`src/sv/pra_pkg.sv`:
```
package pra_pkg;

    localparam int unsigned SampleWidth = 16;
    localparam int unsigned ByteWidth   = 8;
    localparam int unsigned AddrWidth   = 5;
    localparam int unsigned DataWidth   = 32;

    // Register index, taken from paddr[4:2]
    typedef enum logic [2:0] {
        REG_REQUESTED   = 3'd0,
        REG_DEPTH_16    = 3'd1,
        REG_CHANNELS    = 3'd2,
        REG_HAS_COLOR   = 3'd3,
        REG_HAS_ALPHA   = 3'd4,
        REG_ALPHA_FIRST = 3'd5,
        REG_BKGD_GRAY   = 3'd6,
        REG_UNUSED      = 3'd7
    } reg_index_t;

    // Bit positions in the reduction flag vector
    localparam int unsigned FlagDepth = 0;
    localparam int unsigned FlagGray  = 1;
    localparam int unsigned FlagAlpha = 2;

    typedef logic [2:0] flags_t;
    typedef logic [SampleWidth-1:0] sample_t;

endpackage

```
`src/sv/pixel_reducibility_analyzer.sv`:
```
// Channel   | Handshake                   | Payload
// pixel     | pixel_valid / pixel_stall   | first_pixel, sample_a..sample_d
// result    | result_valid / result_stall | can_halve_depth, can_make_gray, can_drop_alpha,
//           |                             | none_left
// config    | APB write/read              | seven registers at 4*i, pready tied high
//
// One pixel per cycle while pixel_stall is low.
// An input register feeds the compare logic, whose outcome loads the result register
// and the sticky flags in the same edge, so the next pixel sees the updated flags.
// rst_n clears valids and sticky flags, resets config; flags stay clear till a first pixel.
// A stalled result holds the pipe; pixel_stall rises only when both stages are full.
module pixel_reducibility_analyzer
    import pra_pkg::*;
(
    input  logic                 clk,
    input  logic                 rst_n,

    input  logic                 pixel_valid,
    output logic                 pixel_stall,
    input  logic                 first_pixel,
    input  logic [15:0]          sample_a,
    input  logic [15:0]          sample_b,
    input  logic [15:0]          sample_c,
    input  logic [15:0]          sample_d,

    output logic                 result_valid,
    input  logic                 result_stall,
    output logic                 can_halve_depth,
    output logic                 can_make_gray,
    output logic                 can_drop_alpha,
    output logic                 none_left,

    input  logic                 psel,
    input  logic                 penable,
    input  logic                 pwrite,
    input  logic [AddrWidth-1:0] paddr,
    input  logic [DataWidth-1:0] pwdata,
    output logic [DataWidth-1:0] prdata,
    output logic                 pready
);

    // configuration
    logic [2:0] requested_reg;
    logic       depth16_reg;
    logic [2:0] channels_reg;
    logic       has_color_reg;
    logic       has_alpha_reg;
    logic       alpha_first_reg;
    logic       bkgd_not_gray_reg;

    // input stage
    logic       in_valid_reg;
    logic       in_first_reg;
    sample_t    in_sample_reg [4];

    // result stage and state
    logic       out_valid_reg;
    flags_t     out_flags_reg;
    flags_t     possible_reg;

    logic       cfg_write;
    reg_index_t cfg_index;
    logic       out_free;
    logic       advance;
    logic       in_take;

    sample_t    smp [4];
    sample_t    full_mask;
    logic [1:0] last_idx;
    logic [1:0] gray_base;
    logic [1:0] alpha_idx;
    logic [3:0] byte_match;
    logic [3:0] lane_used;
    flags_t     load_mask;
    flags_t     flags_in;
    flags_t     flags_next;
    logic       depth_ok;
    logic       gray_ok;
    logic       alpha_ok;

    assign pready    = 1'b1;
    assign cfg_write = psel && penable && pwrite;
    assign cfg_index = reg_index_t'(paddr[4:2]);

    always_ff @(posedge clk or negedge rst_n)
    begin
        if (!rst_n)
        begin
            requested_reg     <= 3'd7;
            depth16_reg       <= 1'b0;
            channels_reg      <= 3'd1;
            has_color_reg     <= 1'b0;
            has_alpha_reg     <= 1'b0;
            alpha_first_reg   <= 1'b0;
            bkgd_not_gray_reg <= 1'b0;
        end
        else if (cfg_write)
        begin
            case (cfg_index)
                REG_REQUESTED:   requested_reg     <= pwdata[2:0];
                REG_DEPTH_16:    depth16_reg       <= pwdata[0];
                REG_CHANNELS:    channels_reg      <= pwdata[2:0];
                REG_HAS_COLOR:   has_color_reg     <= pwdata[0];
                REG_HAS_ALPHA:   has_alpha_reg     <= pwdata[0];
                REG_ALPHA_FIRST: alpha_first_reg   <= pwdata[0];
                REG_BKGD_GRAY:   bkgd_not_gray_reg <= pwdata[0];
                default:         ;
            endcase
        end
    end

    always_comb
    begin
        case (cfg_index)
            REG_REQUESTED:   prdata = {29'd0, requested_reg};
            REG_DEPTH_16:    prdata = {31'd0, depth16_reg};
            REG_CHANNELS:    prdata = {29'd0, channels_reg};
            REG_HAS_COLOR:   prdata = {31'd0, has_color_reg};
            REG_HAS_ALPHA:   prdata = {31'd0, has_alpha_reg};
            REG_ALPHA_FIRST: prdata = {31'd0, alpha_first_reg};
            REG_BKGD_GRAY:   prdata = {31'd0, bkgd_not_gray_reg};
            default:         prdata = '0;
        endcase
    end

    // handshake
    assign out_free    = !out_valid_reg || !result_stall;
    assign advance     = in_valid_reg && out_free;
    assign pixel_stall = in_valid_reg && !out_free;
    assign in_take     = pixel_valid && !pixel_stall;

    always_ff @(posedge clk or negedge rst_n)
    begin
        if (!rst_n)
        begin
            in_valid_reg  <= 1'b0;
            out_valid_reg <= 1'b0;
            possible_reg  <= '0;
        end
        else
        begin
            if (in_take)
                in_valid_reg <= 1'b1;
            else if (advance)
                in_valid_reg <= 1'b0;

            if (advance)
            begin
                out_valid_reg <= 1'b1;
                possible_reg  <= flags_next;
            end
            else if (!result_stall)
                out_valid_reg <= 1'b0;
        end
    end

    always_ff @(posedge clk)
    begin
        if (in_take)
        begin
            in_first_reg     <= first_pixel;
            in_sample_reg[0] <= sample_a;
            in_sample_reg[1] <= sample_b;
            in_sample_reg[2] <= sample_c;
            in_sample_reg[3] <= sample_d;
        end
        if (advance)
            out_flags_reg <= flags_next;
    end

    // pixel tests
    always_comb
    begin
        full_mask = depth16_reg ? '1 : sample_t'({ByteWidth{1'b1}});
        for (int i = 0; i < 4; i++)
        begin
            smp[i]        = in_sample_reg[i] & full_mask;
            byte_match[i] = smp[i][15:8] == smp[i][7:0];
        end

        // clamp channel count to 1..4
        if (channels_reg == 3'd0)
            last_idx = 2'd0;
        else if (channels_reg > 3'd4)
            last_idx = 2'd3;
        else
            last_idx = 2'(channels_reg - 3'd1);

        for (int i = 0; i < 4; i++)
            lane_used[i] = 2'(i) <= last_idx;

        load_mask = requested_reg;
        if (!depth16_reg)
            load_mask[FlagDepth] = 1'b0;
        if (!has_color_reg || bkgd_not_gray_reg)
            load_mask[FlagGray] = 1'b0;
        if (!has_alpha_reg)
            load_mask[FlagAlpha] = 1'b0;

        flags_in = in_first_reg ? load_mask : possible_reg;

        depth_ok  = depth16_reg && ((byte_match | ~lane_used) == 4'hF);
        gray_base = alpha_first_reg ? 2'd1 : 2'd0;
        gray_ok   = (smp[gray_base] == smp[gray_base + 2'd1])
                 && (smp[gray_base] == smp[gray_base + 2'd2]);
        alpha_idx = alpha_first_reg ? 2'd0 : last_idx;
        alpha_ok  = smp[alpha_idx] == full_mask;

        flags_next            = flags_in;
        flags_next[FlagDepth] = flags_in[FlagDepth] && depth_ok;
        flags_next[FlagGray]  = flags_in[FlagGray] && gray_ok;
        flags_next[FlagAlpha] = flags_in[FlagAlpha] && alpha_ok;
    end

    assign result_valid    = out_valid_reg;
    assign can_halve_depth = out_flags_reg[FlagDepth];
    assign can_make_gray   = out_flags_reg[FlagGray];
    assign can_drop_alpha  = out_flags_reg[FlagAlpha];
    assign none_left       = out_flags_reg == '0;

endmodule

```
`config.mk`:
```
export PLATFORM = sky130hd
export DESIGN_NAME = pixel_reducibility_analyzer
export DESIGN_NICKNAME = d
export VERILOG_FILES = /design/src/sv/pra_pkg.sv /design/src/sv/pixel_reducibility_analyzer.sv
export SDC_FILE = /design/constraint.sdc
export NUM_CORES = 1
export LEC_CHECK = 0
export CAP_MARGIN = 30
export CORE_MARGIN = 4
export CORE_UTILIZATION = 50
export DETAILED_ROUTE_END_ITERATION = 8
export DONT_BUFFER_PORTS = 1
export SLEW_MARGIN = 30
export SYNTH_ARGS = -nofsm -noshare
export SYNTH_HDL_FRONTEND = slang
export SYNTH_SLANG_ARGS = --single-unit
```
`constraint.sdc`:
```
create_clock -name clk -period 3.48 [get_ports clk]
set_input_delay 0.174 -clock clk [delete_from_list [all_inputs] [get_ports clk]]
set_output_delay 0.174 -clock clk [all_outputs]
set_load 0.01 [all_outputs]
```
==> metrics.txt, run 1 <==
# TYPE chip_impl_metric gauge
chip_impl_metric{name="grt_remaining_overflow",unit=""} 0
chip_impl_metric{name="sink_count_of_the_clock_tree",unit=""} 84
chip_impl_metric{name="pin_count_of_the_biggest_net_entering_global_routing",unit=""} 66
chip_impl_metric{name="placed_cells_incl_taps",unit=""} 575
chip_impl_metric{name="synthesis.instances",unit=""} 465
chip_impl_info{name="synth_top_family_by_area",value="compound AO/OA/AOI/OAI gates"} 1
chip_impl_metric{name="irDropWorstVdd",unit="mV"} 0.319
chip_impl_metric{name="dp_hpwl",unit="mm"} 9.12
chip_impl_metric{name="die-area",unit="um^2"} 11700
chip_impl_metric{name="groute.usage.overall",unit="%"} 22.7
chip_impl_metric{name="die_height",unit="um"} 108
chip_impl_metric{name="number_of_storage_elements_in_the_synthesis_netlist",unit=""} 84
chip_impl_info{name="path_class",value="reg2reg"} 1
chip_impl_metric{name="grt_antenna_before_repair",unit=""} 0
chip_impl_metric{name="drc_markers",unit=""} 0
chip_impl_metric{name="clk-insertion-delay-late",unit="ps"} 380
chip_impl_info{name="tritoncts",value="yes"} 1
chip_impl_metric{name="die_w",unit="um"} 108
chip_impl_metric{name="floorplan.initialDensity",unit="%"} 51.3
chip_impl_info{name="yosysTopAreaCell",value="sky130_fd_sc_hd__edfxtp_1"} 1
chip_impl_metric{name="finalWirelength",unit="mm"} 12.7
chip_impl_metric{name="worst_clk_skew",unit="ps"} 10.6
chip_impl_metric{name="dr.first_iter.drc_count",unit=""} 330
chip_impl_metric{name="i_o_buffers",unit=""} 0
chip_impl_metric{name="slowest_delay",unit="ps"} 600
chip_impl_info{name="start_kind",value="flip-flop"} 1
chip_impl_metric{name="post_cts_resize_count",unit=""} 0
chip_impl_metric{name="tightest_slew",unit="ps"} 809
chip_impl_metric{name="postSynthAreaPerCell",unit="um^2"} 10.7
chip_impl_metric{name="slew_headroom",unit="%"} 46.0
chip_impl_info{name="clockRootBuffer",value="sky130_fd_sc_hd__clkbuf_8"} 1
chip_impl_metric{name="maxClockFrequency",unit="MHz"} 309
chip_impl_info{name="synthTopCellsByArea",value="sky130_fd_sc_hd__edfxtp_1 (41%), sky130_fd_sc_hd__dfrtp_1 (6.0%), sky130_fd_sc_hd__xnor2_1 (4.6%), sky130_fd_sc_hd__buf_4 (4.5%), sky130_fd_sc_hd__mux2i_1 (4.0%)"} 1
chip_impl_metric{name="n_antenna_cell",unit=""} 0
chip_impl_metric{name="drt_pass1_iterations",unit=""} 5
chip_impl_metric{name="synth-adder-area-share",unit="%"} 0.251
chip_impl_metric{name="worst_ep_required_time",unit="ps"} 3700
chip_impl_metric{name="finalWorstPathRequiredPeriod",unit="ps"} 3230
chip_impl_info{name="run_status",value="finished clean"} 1
chip_impl_metric{name="largest_reg_flops",unit=""} 64
chip_impl_metric{name="fraction_of_synthesized_cell_area_taken_by_the_top_area_cell_type",unit="%"} 40.9
chip_impl_metric{name="sequential_cell_area",unit="um^2"} 2450
chip_impl_metric{name="clk_pin_slew",unit="ps"} 80
chip_impl_info{name="grt_setup_unrepaired",value="false"} 1
chip_impl_metric{name="hold_violations",unit=""} 0
chip_impl_metric{name="gpl.final_weighted_congestion",unit=""} 0.884
chip_impl_metric{name="fin_max_slew_vios",unit=""} 0
chip_impl_metric{name="synth.yosys.seq_area_share",unit="%"} 49.0
chip_impl_metric{name="ios",unit=""} 148
chip_impl_metric{name="path_buf_inv",unit=""} 2
chip_impl_info{name="synthFlopType",value="sky130_fd_sc_hd__edfxtp_1"} 1
chip_impl_metric{name="final_min_period_over_clock_period",unit="%"} 92.9
chip_impl_metric{name="wire_per_inst",unit="um"} 19.1
chip_impl_metric{name="synthArstFlopShare",unit="%"} 19.0
chip_impl_metric{name="cp_data_arrival_time",unit="ps"} 3450
chip_impl_metric{name="grt_pass1_wl",unit="mm"} 19.5
chip_impl_metric{name="share_of_final_layout_standard_cells_stronger_than_drive_strength_1",unit="%"} 8.47
chip_impl_metric{name="fill_cells",unit=""} 827
chip_impl_metric{name="crit_path_max_fanout",unit=""} 8
chip_impl_info{name="critical-path-top-delay-family",value="compound AO/OA/AOI/OAI gates"} 1
chip_impl_info{name="synthMostInstantiatedCell",value="sky130_fd_sc_hd__edfxtp_1"} 1
chip_impl_info{name="timing.critical_path.slowest_stage_cell",value="sky130_fd_sc_hd__dfstp_2"} 1
chip_impl_metric{name="synth_compound_area_share",unit="%"} 14.4
chip_impl_metric{name="synth.cell_area",unit="um^2"} 4990
chip_impl_metric{name="post_synth_and_or_nand_nor_area_fraction",unit="%"} 12.0
chip_impl_info{name="type_of_the_tightest_min_delay_check",value="in2reg"} 1
chip_impl_metric{name="synthesis.yosys.warnings",unit=""} 0
chip_impl_metric{name="route.detailed.vias_per_inst",unit=""} 5.66
chip_impl_metric{name="synth.lib_cells_used.distinct",unit=""} 56
chip_impl_metric{name="p_leak",unit="nW"} 2.11
chip_impl_metric{name="rows",unit=""} 36
chip_impl_metric{name="max_cap_violations",unit=""} 0
chip_impl_info{name="netlist_top_cells_count",value="sky130_fd_sc_hd__edfxtp_1 (68), sky130_fd_sc_hd__buf_4 (30), sky130_fd_sc_hd__nor2_1 (29)"} 1
chip_impl_metric{name="detailroute.via_count",unit=""} 3759
chip_impl_metric{name="core-area",unit="um^2"} 9730
chip_impl_metric{name="grt_pass1_vias",unit=""} 3601
chip_impl_metric{name="htree_levels",unit=""} 3
chip_impl_metric{name="yosys.area_share.xor_xnor",unit="%"} 8.42
chip_impl_metric{name="multiInputGateArea",unit="um^2"} 2250
chip_impl_metric{name="setup_viol",unit=""} 0
chip_impl_info{name="endpoint_kind",value="flip-flop"} 1
chip_impl_metric{name="cts_made_buffers",unit=""} 9
chip_impl_info{name="worstPathCellList",value="inv_1 -> ha_1 -> or2_4 -> a21oi_4 -> mux2_2 -> a222oi_1 -> buf_4 -> o311a_1 -> o2111ai_1 -> nor2_1"} 1
chip_impl_metric{name="final_cell_count_no_fill",unit=""} 664
chip_impl_metric{name="antenna_nets_post_route",unit=""} 0
chip_impl_metric{name="ctsLongestPathBuffers",unit=""} 2
chip_impl_metric{name="layout_overhead_on_the_synthesized_area",unit="%"} 17.4
chip_impl_metric{name="final_net_count",unit=""} 636
chip_impl_metric{name="cellPowerDensity",unit="nW/um^2"} 438
chip_impl_metric{name="synthMuxAreaShare",unit="%"} 7.69
chip_impl_metric{name="final.setup.tns",unit="ps"} 0
chip_impl_metric{name="synth-edff-count",unit=""} 68
## cell usage in the layout (no fill, tap or decap), drive strengths merged, types with 19 or more instances in the layout
master	count
xnor2	26
dlygate4sd3	72
mux2i	20
nand3	19
conb	30
xor2	22
edfxtp	68
o21ai	26
nand2	28
nor2	29
inv	20
## final cells by class
type	count	share of cell area, %
multi-input cells	335	38.4
clock buffers	10	2.18
flip-flops and latches	84	41.8
well taps	133	2.84
clock inverters	6	0.683
inverters	19	1.22
repair buffers	77	12.9
## final timing paths
kind | end | cells after the start | slack, ps | start
worst max register to register | out_flags_reg[2] | 10 | 250 | channels_reg[0]
max in group asynchronous | possible_reg[1] | 1 | 2750 | rst_n
worst max-delay path | out_flags_reg[2] | 10 | 250 | channels_reg[0]
worst min register to register | possible_reg[0] | 2 | 490 | possible_reg[0]
min in group asynchronous | has_alpha_reg | 1 | 280 | rst_n
worst min-delay path | channels_reg[0] | 3 | 30 | paddr[4]
## per-stage QoR
stage | util [%] | setup WS [ps] | hold WS (ps) | instance area, um^2 | total power, mW
final | 60.2 | 247 | 26.0 | 5860 | 2.57
after global routing | 60.2 | 66.3 | 23.5 | 5860 | 2.71
after CTS | 60.2 | 239 | 2.29 | 5850 | 2.58
after detailed placement | 51.0 | 272 | -121 | 4970 | 1.90
after global placement | 51.0 | 342 | -121 | 4970 | 1.89
after floorplan | - | 628 | -122 | 5100 | 1.79
## where the power goes
group          switching (mW)  total (mW)  internal (mW)  leakage [nW]
clock                   0.349       0.606          0.257        0.0763
combinational           0.335       0.639          0.304          1.18
sequential              0.133        1.32           1.19         0.847
## per-layer routing
| metal | up-vias | global-route usage (%) | part of all wire (%) |
|---|---|---|---|
| met2 | 134 | 36.7 | 48 |
| met3 | 17 | 5.01 | 5.7 |
| met1 | 1817 | 30.0 | 44 |
| li1 | 1791 | - | - |
| met4 | 0 | 8.66 | 1.9 |
| met5 | - | 0 | 0 |
## cell families after synthesis
kind of cell             Yosys count
AO/OA/AOI/OAI                    100
XOR/XNOR                          48
buffers and inverters             74
AND/OR/NAND/NOR                  121
other                              2
adder cells (fa/ha/maj)            1
flip-flops                        84
multiplexers                      35
## repair_timing
item | 4_1_cts | 5_1_grt
endpoints found under the setup margin | 0 | 1
endpoints found under the hold margin | 94 | 0
hold buffers | 72 | 0
buffers inserted | 0 | 1
## tightest hold or removal path, delay by kind of cell
| family | cells | cell delay, ps |
|---|---|---|
| AND/OR/NAND/NOR | 2 | 140 |
| AO/OA/AOI/OAI | 1 | 70 |
No activity file was read; power rests on OpenSTA's default activity.
==> inputs of run 2 (changes only) <==
Settings changed: CORE_ASPECT_RATIO set to 1.4, CORE_UTILIZATION 50 to 35.
==> metrics.txt, run 2 (synthesis results as in run 1) <==
# TYPE chip_impl_metric gauge
chip_impl_metric{name="fill_cells",unit=""} 1320
chip_impl_info{name="topRoutingLayerUsed",value="met4"} 1
chip_impl_metric{name="wl_met3",unit="um"} 871
chip_impl_metric{name="post_cts_resize_count",unit=""} 0
chip_impl_info{name="path_class",value="reg2reg"} 1
chip_impl_metric{name="i_o_buffers",unit=""} 0
chip_impl_metric{name="die_height",unit="um"} 149
chip_impl_info{name="start_kind",value="flip-flop"} 1
chip_impl_metric{name="sequential_cell_area",unit="um^2"} 2450
chip_impl_metric{name="cp_data_arrival_time",unit="ps"} 3410
chip_impl_metric{name="final_net_count",unit=""} 634
chip_impl_metric{name="drc_markers",unit=""} 0
chip_impl_metric{name="place_ws",unit="ps"} 300
chip_impl_metric{name="final_critical_path_setup_slack",unit="ps"} 258
chip_impl_metric{name="internal_power",unit="mW"} 2.12
chip_impl_info{name="worstReg2RegStart",value="channels_reg[0]"} 1
chip_impl_metric{name="switchingPower",unit="uW"} 845
chip_impl_metric{name="antenna_nets_post_route",unit=""} 0
chip_impl_info{name="worstReg2RegEnd",value="out_flags_reg[2]"} 1
chip_impl_metric{name="ctsLongestPathBuffers",unit=""} 2
chip_impl_metric{name="comb_power_share",unit="%"} 21.6
chip_impl_metric{name="clk_pin_slew",unit="ps"} 60
chip_impl_metric{name="final_min_period_over_clock_period",unit="%"} 92.6
chip_impl_metric{name="grt_remaining_overflow",unit=""} 0
chip_impl_info{name="crit_path_end",value="out_flags_reg[2]"} 1
chip_impl_metric{name="setup_viol",unit=""} 0
chip_impl_metric{name="tightest_slew",unit="ps"} 807
chip_impl_metric{name="max_cap_violations",unit=""} 0
chip_impl_info{name="grt_setup_unrepaired",value="false"} 1
chip_impl_metric{name="grt_pass1_wl",unit="mm"} 20.2
chip_impl_metric{name="die-area",unit="um^2"} 16300
chip_impl_metric{name="detail_route.wirelength.met1",unit="mm"} 4.86
chip_impl_metric{name="p_clk_share",unit="%"} 33.8
chip_impl_metric{name="swShare",unit="%"} 28.5
chip_impl_metric{name="crit_path_max_fanout",unit=""} 8
chip_impl_metric{name="sink_count_of_the_clock_tree",unit=""} 84
chip_impl_metric{name="final_cell_count_no_fill",unit=""} 714
chip_impl_metric{name="die_w",unit="um"} 109
chip_impl_metric{name="placed_cells_incl_taps",unit=""} 627
chip_impl_metric{name="gpl.final_weighted_congestion",unit=""} 1.00
chip_impl_metric{name="p_total",unit="mW"} 2.96
chip_impl_metric{name="ff2ff_path_depth",unit=""} 9
chip_impl_info{name="mostFrequentLayoutCells",value="sky130_fd_sc_hd__dlygate4sd3_1 (71), sky130_fd_sc_hd__edfxtp_1 (68), sky130_fd_sc_hd__conb_1 (30)"} 1
chip_impl_metric{name="detailroute.via_count",unit=""} 3758
chip_impl_info{name="type_of_the_tightest_min_delay_check",value="in2reg"} 1
chip_impl_metric{name="n_antenna_cell",unit=""} 0
chip_impl_info{name="worstPathCellList",value="inv_1 -> ha_1 -> or2_4 -> a21oi_4 -> mux2_2 -> a222oi_1 -> o311a_1 -> o2111ai_1 -> nor2_1"} 1
chip_impl_metric{name="slowest_delay",unit="ps"} 590
chip_impl_metric{name="register_to_register_path_setup_slack",unit="ps"} 260
chip_impl_metric{name="share_of_final_layout_standard_cells_stronger_than_drive_strength_1",unit="%"} 8.70
chip_impl_metric{name="floorplan.initialDensity",unit="%"} 35.7
chip_impl_info{name="run_status",value="finished clean"} 1
chip_impl_metric{name="maxClockFrequency",unit="MHz"} 310
chip_impl_metric{name="drt_pass1_iterations",unit=""} 7
chip_impl_metric{name="multiInputGateArea",unit="um^2"} 2250
chip_impl_metric{name="worst_clk_skew",unit="ps"} 7.21
chip_impl_metric{name="core-area",unit="um^2"} 14000
chip_impl_metric{name="dp_hpwl",unit="mm"} 10.1
chip_impl_info{name="timing.critical_path.slowest_stage_cell",value="sky130_fd_sc_hd__dfstp_2"} 1
chip_impl_metric{name="groute.usage.overall",unit="%"} 16.5
chip_impl_metric{name="irDropWorstVdd",unit="mV"} 0.223
chip_impl_metric{name="sequentialPowerShare",unit="%"} 44.6
chip_impl_metric{name="grt_antenna_before_repair",unit=""} 0
chip_impl_metric{name="ios",unit=""} 148
chip_impl_metric{name="rows",unit=""} 51
chip_impl_metric{name="fin_max_slew_vios",unit=""} 0
chip_impl_metric{name="finalWorstPathRequiredPeriod",unit="ps"} 3220
chip_impl_metric{name="hold_violations",unit=""} 0
chip_impl_info{name="endpoint_kind",value="flip-flop"} 1
chip_impl_info{name="layout_commonest_cell",value="sky130_fd_sc_hd__dlygate4sd3_1"} 1
chip_impl_metric{name="finalWirelength",unit="mm"} 13.2
chip_impl_metric{name="dr.first_iter.drc_count",unit=""} 274
chip_impl_metric{name="route.detailed.vias_per_inst",unit=""} 5.26
chip_impl_metric{name="slew_headroom",unit="%"} 46.2
chip_impl_metric{name="worst_ep_required_time",unit="ps"} 3660
chip_impl_metric{name="largest_reg_flops",unit=""} 64
chip_impl_metric{name="htree_levels",unit=""} 3
chip_impl_metric{name="cellPowerDensity",unit="nW/um^2"} 488
chip_impl_info{name="tritoncts",value="yes"} 1
chip_impl_metric{name="grt_pass1_vias",unit=""} 3837
chip_impl_metric{name="final.setup.tns",unit="ps"} 0
chip_impl_info{name="clockRootBuffer",value="sky130_fd_sc_hd__clkbuf_16"} 1
chip_impl_metric{name="wire_per_inst",unit="um"} 18.5
chip_impl_metric{name="pin_count_of_the_biggest_net_entering_global_routing",unit=""} 36
chip_impl_info{name="crit_path_start",value="channels_reg[0]"} 1
chip_impl_metric{name="clk-insertion-delay-late",unit="ps"} 340
chip_impl_metric{name="met2WireLength",unit="mm"} 6.82
chip_impl_metric{name="layout_overhead_on_the_synthesized_area",unit="%"} 21.6
chip_impl_metric{name="cts_made_buffers",unit=""} 9
chip_impl_metric{name="p_leak",unit="nW"} 2.18
==> run 2: layout make-up <==
class | count | area share, %
clock buffer | 9 | 3.71
sequential | 84 | 40.3
tap | 185 | 3.81
timing repair buffer | 75 | 12.4
multi-input combinational | 335 | 37.1
clock inverter | 7 | 1.50
inverter | 19 | 1.17
==> run 2: how the worst min path moves through the flow <==
stage	startpoint	end	slack [ps]	cells past startpoint
after detailed placement	rst_n	has_color_reg	-120	0
after CTS	result_stall	in_valid_reg	30	2
after floorplan	rst_n	alpha_first_reg	-120	0
final	result_stall	in_valid_reg	40	2
after global placement	rst_n	has_color_reg	-120	0
after global routing	result_stall	in_valid_reg	40	2
==> run 2: worst max-delay path: cells and delay by family (launching register included) <==
family | cells | cell delay (ps)
buffers and inverters | 1 | 70
multiplexers | 1 | 380
AO/OA/AOI/OAI | 4 | 1140
adder cells (fa/ha/maj) | 1 | 380
flip-flops | 1 | 590
AND/OR/NAND/NOR | 2 | 490
==> run 2: metrics by stage <==
step / util, % / cell area (um^2) / hold slack, ps
4_1_cts: 43.4 / 6070 / 28.1
3_3_place_gp: 36.1 / 5040 / -121
5_1_grt: 43.4 / 6070 / 40.1
3_5_place_dp: 36.1 / 5040 / -121
2_1_floorplan: - / 5100 / -122
6_report: 43.4 / 6070 / 38.6
==> run 2: what timing repair did <==
action,4_1_cts,5_1_grt
setup buffers,0,0
endpoints found under the hold margin,94,0
hold buffers,71,0
==> run 2: power by group through the flow <==
stage          Sequential [mW]  Clock [mW]  Combinational (mW)
2_1_floorplan             1.27           0               0.519
3_3_place_gp              1.34           0               0.548
3_5_place_dp              1.34           0               0.565
4_1_cts                   1.32        1.02               0.639
5_1_grt                   1.33        1.08               0.704
6_report                  1.32        1.00               0.640
==> run 2: layer usage <==
metal	global-route usage (%)	vias to the layer above
li1	-	1776
met1	18.2	1774
met2	28.4	173
met3	3.85	35
met4	10.1	0
met5	0	-
==> inputs of run 3 (changes only) <==
Settings changed: CORE_UTILIZATION 35 to 55, CTS_CLUSTER_DIAMETER set to 30, PLACE_DENSITY set to 0.7.
==> metrics.txt, run 3 (synthesis results as in run 1) <==
# TYPE chip_impl_metric gauge
chip_impl_metric{name="total_number_of_cells_along_the_worst_setup_path",unit=""} 9
chip_impl_metric{name="internal_power",unit="mW"} 2.15
chip_impl_metric{name="floorplan.initialDensity",unit="%"} 57.3
chip_impl_info{name="grt_setup_unrepaired",value="false"} 1
chip_impl_metric{name="irDropWorstVdd",unit="mV"} 0.366
chip_impl_metric{name="hold-worst-slack",unit="ps"} 19.6
chip_impl_metric{name="detailroute.via_count",unit=""} 3840
chip_impl_metric{name="ff2ff_path_depth",unit=""} 9
chip_impl_info{name="mostFrequentLayoutCells",value="sky130_fd_sc_hd__dlygate4sd3_1 (71), sky130_fd_sc_hd__edfxtp_1 (68), sky130_fd_sc_hd__conb_1 (30)"} 1
chip_impl_metric{name="core-area",unit="um^2"} 8710
chip_impl_metric{name="tightest_slew",unit="ps"} 726
chip_impl_metric{name="sequentialPowerShare",unit="%"} 44.2
chip_impl_metric{name="drc_markers",unit=""} 0
chip_impl_metric{name="max_cap_violations",unit=""} 0
chip_impl_metric{name="timing.hold.worst_path_depth",unit=""} 2
chip_impl_metric{name="largest_reg_flops",unit=""} 64
chip_impl_metric{name="p_leak",unit="nW"} 2.19
chip_impl_info{name="type_of_the_tightest_min_delay_check",value="in2reg"} 1
chip_impl_metric{name="pin_count_of_the_biggest_net_entering_global_routing",unit=""} 53
chip_impl_metric{name="p_clk_share",unit="%"} 34.2
chip_impl_metric{name="register_to_register_path_setup_slack",unit="ps"} 390
chip_impl_metric{name="cp_data_arrival_time",unit="ps"} 3340
chip_impl_metric{name="layout_overhead_on_the_synthesized_area",unit="%"} 19.5
chip_impl_metric{name="post_cts_resize_count",unit=""} 0
chip_impl_metric{name="worst_clk_skew",unit="ps"} 4.67
chip_impl_metric{name="finalWirelength",unit="mm"} 13.1
chip_impl_metric{name="die-area",unit="um^2"} 10700
chip_impl_metric{name="sink_count_of_the_clock_tree",unit=""} 84
chip_impl_metric{name="dr.first_iter.drc_count",unit=""} 269
chip_impl_metric{name="grt_antenna_before_repair",unit=""} 0
chip_impl_metric{name="switchingPower",unit="uW"} 846
chip_impl_metric{name="dp_hpwl",unit="mm"} 9.34
chip_impl_metric{name="clk_pin_slew",unit="ps"} 60
chip_impl_info{name="tritoncts",value="yes"} 1
chip_impl_info{name="layout_commonest_cell",value="sky130_fd_sc_hd__dlygate4sd3_1"} 1
chip_impl_metric{name="hold_violations",unit=""} 0
chip_impl_metric{name="cellPowerDensity",unit="nW/um^2"} 501
chip_impl_metric{name="postCtsSetupBuffers",unit=""} 0
chip_impl_metric{name="final_min_period_over_clock_period",unit="%"} 88.8
chip_impl_metric{name="final.setup.tns",unit="ps"} 0
chip_impl_metric{name="die_height",unit="um"} 121
chip_impl_metric{name="grt_pass1_vias",unit=""} 3744
chip_impl_info{name="worstReg2RegEnd",value="possible_reg[2]"} 1
chip_impl_info{name="path_class",value="reg2reg"} 1
chip_impl_metric{name="comb_power_share",unit="%"} 21.6
chip_impl_metric{name="finalWorstPathRequiredPeriod",unit="ps"} 3090
chip_impl_metric{name="worst_ep_required_time",unit="ps"} 3740
chip_impl_metric{name="placed_cells_incl_taps",unit=""} 548
chip_impl_metric{name="crit_path_max_fanout",unit=""} 7
chip_impl_metric{name="grt_remaining_overflow",unit=""} 0
chip_impl_metric{name="grt_pass1_wl",unit="mm"} 19.8
chip_impl_metric{name="slew_headroom",unit="%"} 51.4
chip_impl_info{name="start_kind",value="flip-flop"} 1
chip_impl_metric{name="gpl.final_weighted_congestion",unit=""} 0.953
chip_impl_info{name="critical-path-top-delay-family",value="compound AO/OA/AOI/OAI gates"} 1
chip_impl_metric{name="clk-insertion-delay-late",unit="ps"} 340
chip_impl_metric{name="drt_pass1_iterations",unit=""} 5
chip_impl_metric{name="ctsLongestPathBuffers",unit=""} 2
chip_impl_metric{name="p_total",unit="mW"} 2.99
chip_impl_metric{name="wire_per_inst",unit="um"} 20.6
chip_impl_metric{name="die_w",unit="um"} 88.5
chip_impl_metric{name="final_net_count",unit=""} 635
chip_impl_metric{name="path_buf_inv",unit=""} 1
chip_impl_info{name="holdPathEnd",value="in_valid_reg"} 1
chip_impl_info{name="worstReg2RegStart",value="channels_reg[0]"} 1
chip_impl_info{name="endpoint_kind",value="flip-flop"} 1
chip_impl_metric{name="n_antenna_cell",unit=""} 0
chip_impl_metric{name="final_cell_count_no_fill",unit=""} 635
chip_impl_metric{name="i_o_buffers",unit=""} 0
chip_impl_info{name="timing.critical_path.slowest_stage_cell",value="sky130_fd_sc_hd__dfstp_2"} 1
chip_impl_metric{name="htree_levels",unit=""} 3
chip_impl_info{name="run_status",value="finished clean"} 1
chip_impl_metric{name="rows",unit=""} 40
chip_impl_metric{name="cts_made_buffers",unit=""} 9
chip_impl_metric{name="antenna_nets_post_route",unit=""} 0
chip_impl_metric{name="slowest_delay",unit="ps"} 580
chip_impl_metric{name="maxClockFrequency",unit="MHz"} 324
chip_impl_metric{name="swShare",unit="%"} 28.3
chip_impl_metric{name="fin_max_slew_vios",unit=""} 0
chip_impl_metric{name="ios",unit=""} 148
chip_impl_metric{name="groute.usage.overall",unit="%"} 25.5
chip_impl_metric{name="route.detailed.vias_per_inst",unit=""} 6.05
chip_impl_metric{name="cts.hold.buffers_added",unit=""} 71
chip_impl_info{name="startpoint_of_the_lowest_slack_hold_path",value="result_stall"} 1
chip_impl_info{name="clockRootBuffer",value="sky130_fd_sc_hd__clkbuf_16"} 1
chip_impl_info{name="worstPathCellList",value="inv_1 -> ha_1 -> or2_4 -> a21oi_4 -> mux2_2 -> a222oi_1 -> o311a_1 -> o2111ai_1 -> o31ai_2"} 1
chip_impl_metric{name="setup_viol",unit=""} 0
chip_impl_metric{name="share_of_final_layout_standard_cells_stronger_than_drive_strength_1",unit="%"} 8.49
==> run 3: per-stage QoR <==
step	setup slack [ps]	cell area, um^2	utilization, %
after global routing	229	5970	68.5
after global placement	471	4940	56.7
after CTS	425	5970	68.5
after floorplan	628	5100	-
after detailed placement	442	4940	56.7
final	391	5970	68.5
==> run 3: layout make-up <==
cell class	count	area, um^2
timing repair buffer	76	748
fill	655	2740
inverter	19	71.3
sequential	84	2450
tap	105	131
clock buffer	12	246
multi-input combinational	335	2250
clock inverter	4	73.8
==> run 3: worst register-to-register path, delay by kind of cell (launching register included) <==
kind	cells	cell delay, ps
mux	1	370
flops	1	580
simple gates	1	300
compound gates	5	1320
buf+inv	1	70
fa+ha+maj	1	370
==> run 3: metal layers <==
metal / track usage, % / share of wire, % / up-vias
met1: 27.7 / 35 / 1857
met4: 13.4 / 4.2 / 0
met5: 0 / 0 / -
met3: 4.36 / 5.8 / 34
li1: - / - / 1784
met2: 45.8 / 55 / 165
==> run 3: worst max-delay path by stage <==
stage                                from          endpoint  slack, ps
after floorplan           channels_reg[0]   possible_reg[2]        630
after global placement    channels_reg[0]  out_flags_reg[2]        470
after detailed placement  channels_reg[0]   possible_reg[2]        440
after CTS                 channels_reg[0]   possible_reg[2]        430
after global routing      channels_reg[0]   possible_reg[2]        230
final                     channels_reg[0]   possible_reg[2]        390
==> run 3: power groups by stage <==
| stage | Combinational (mW) | Sequential [mW] | Clock (mW) |
|---|---|---|---|
| floorplan | 0.519 | 1.27 | 0 |
| global placement | 0.555 | 1.34 | 0 |
| detailed placement | 0.565 | 1.34 | 0 |
| CTS | 0.637 | 1.32 | 1.03 |
| global route | 0.707 | 1.33 | 1.08 |
| finish | 0.647 | 1.32 | 1.02 |
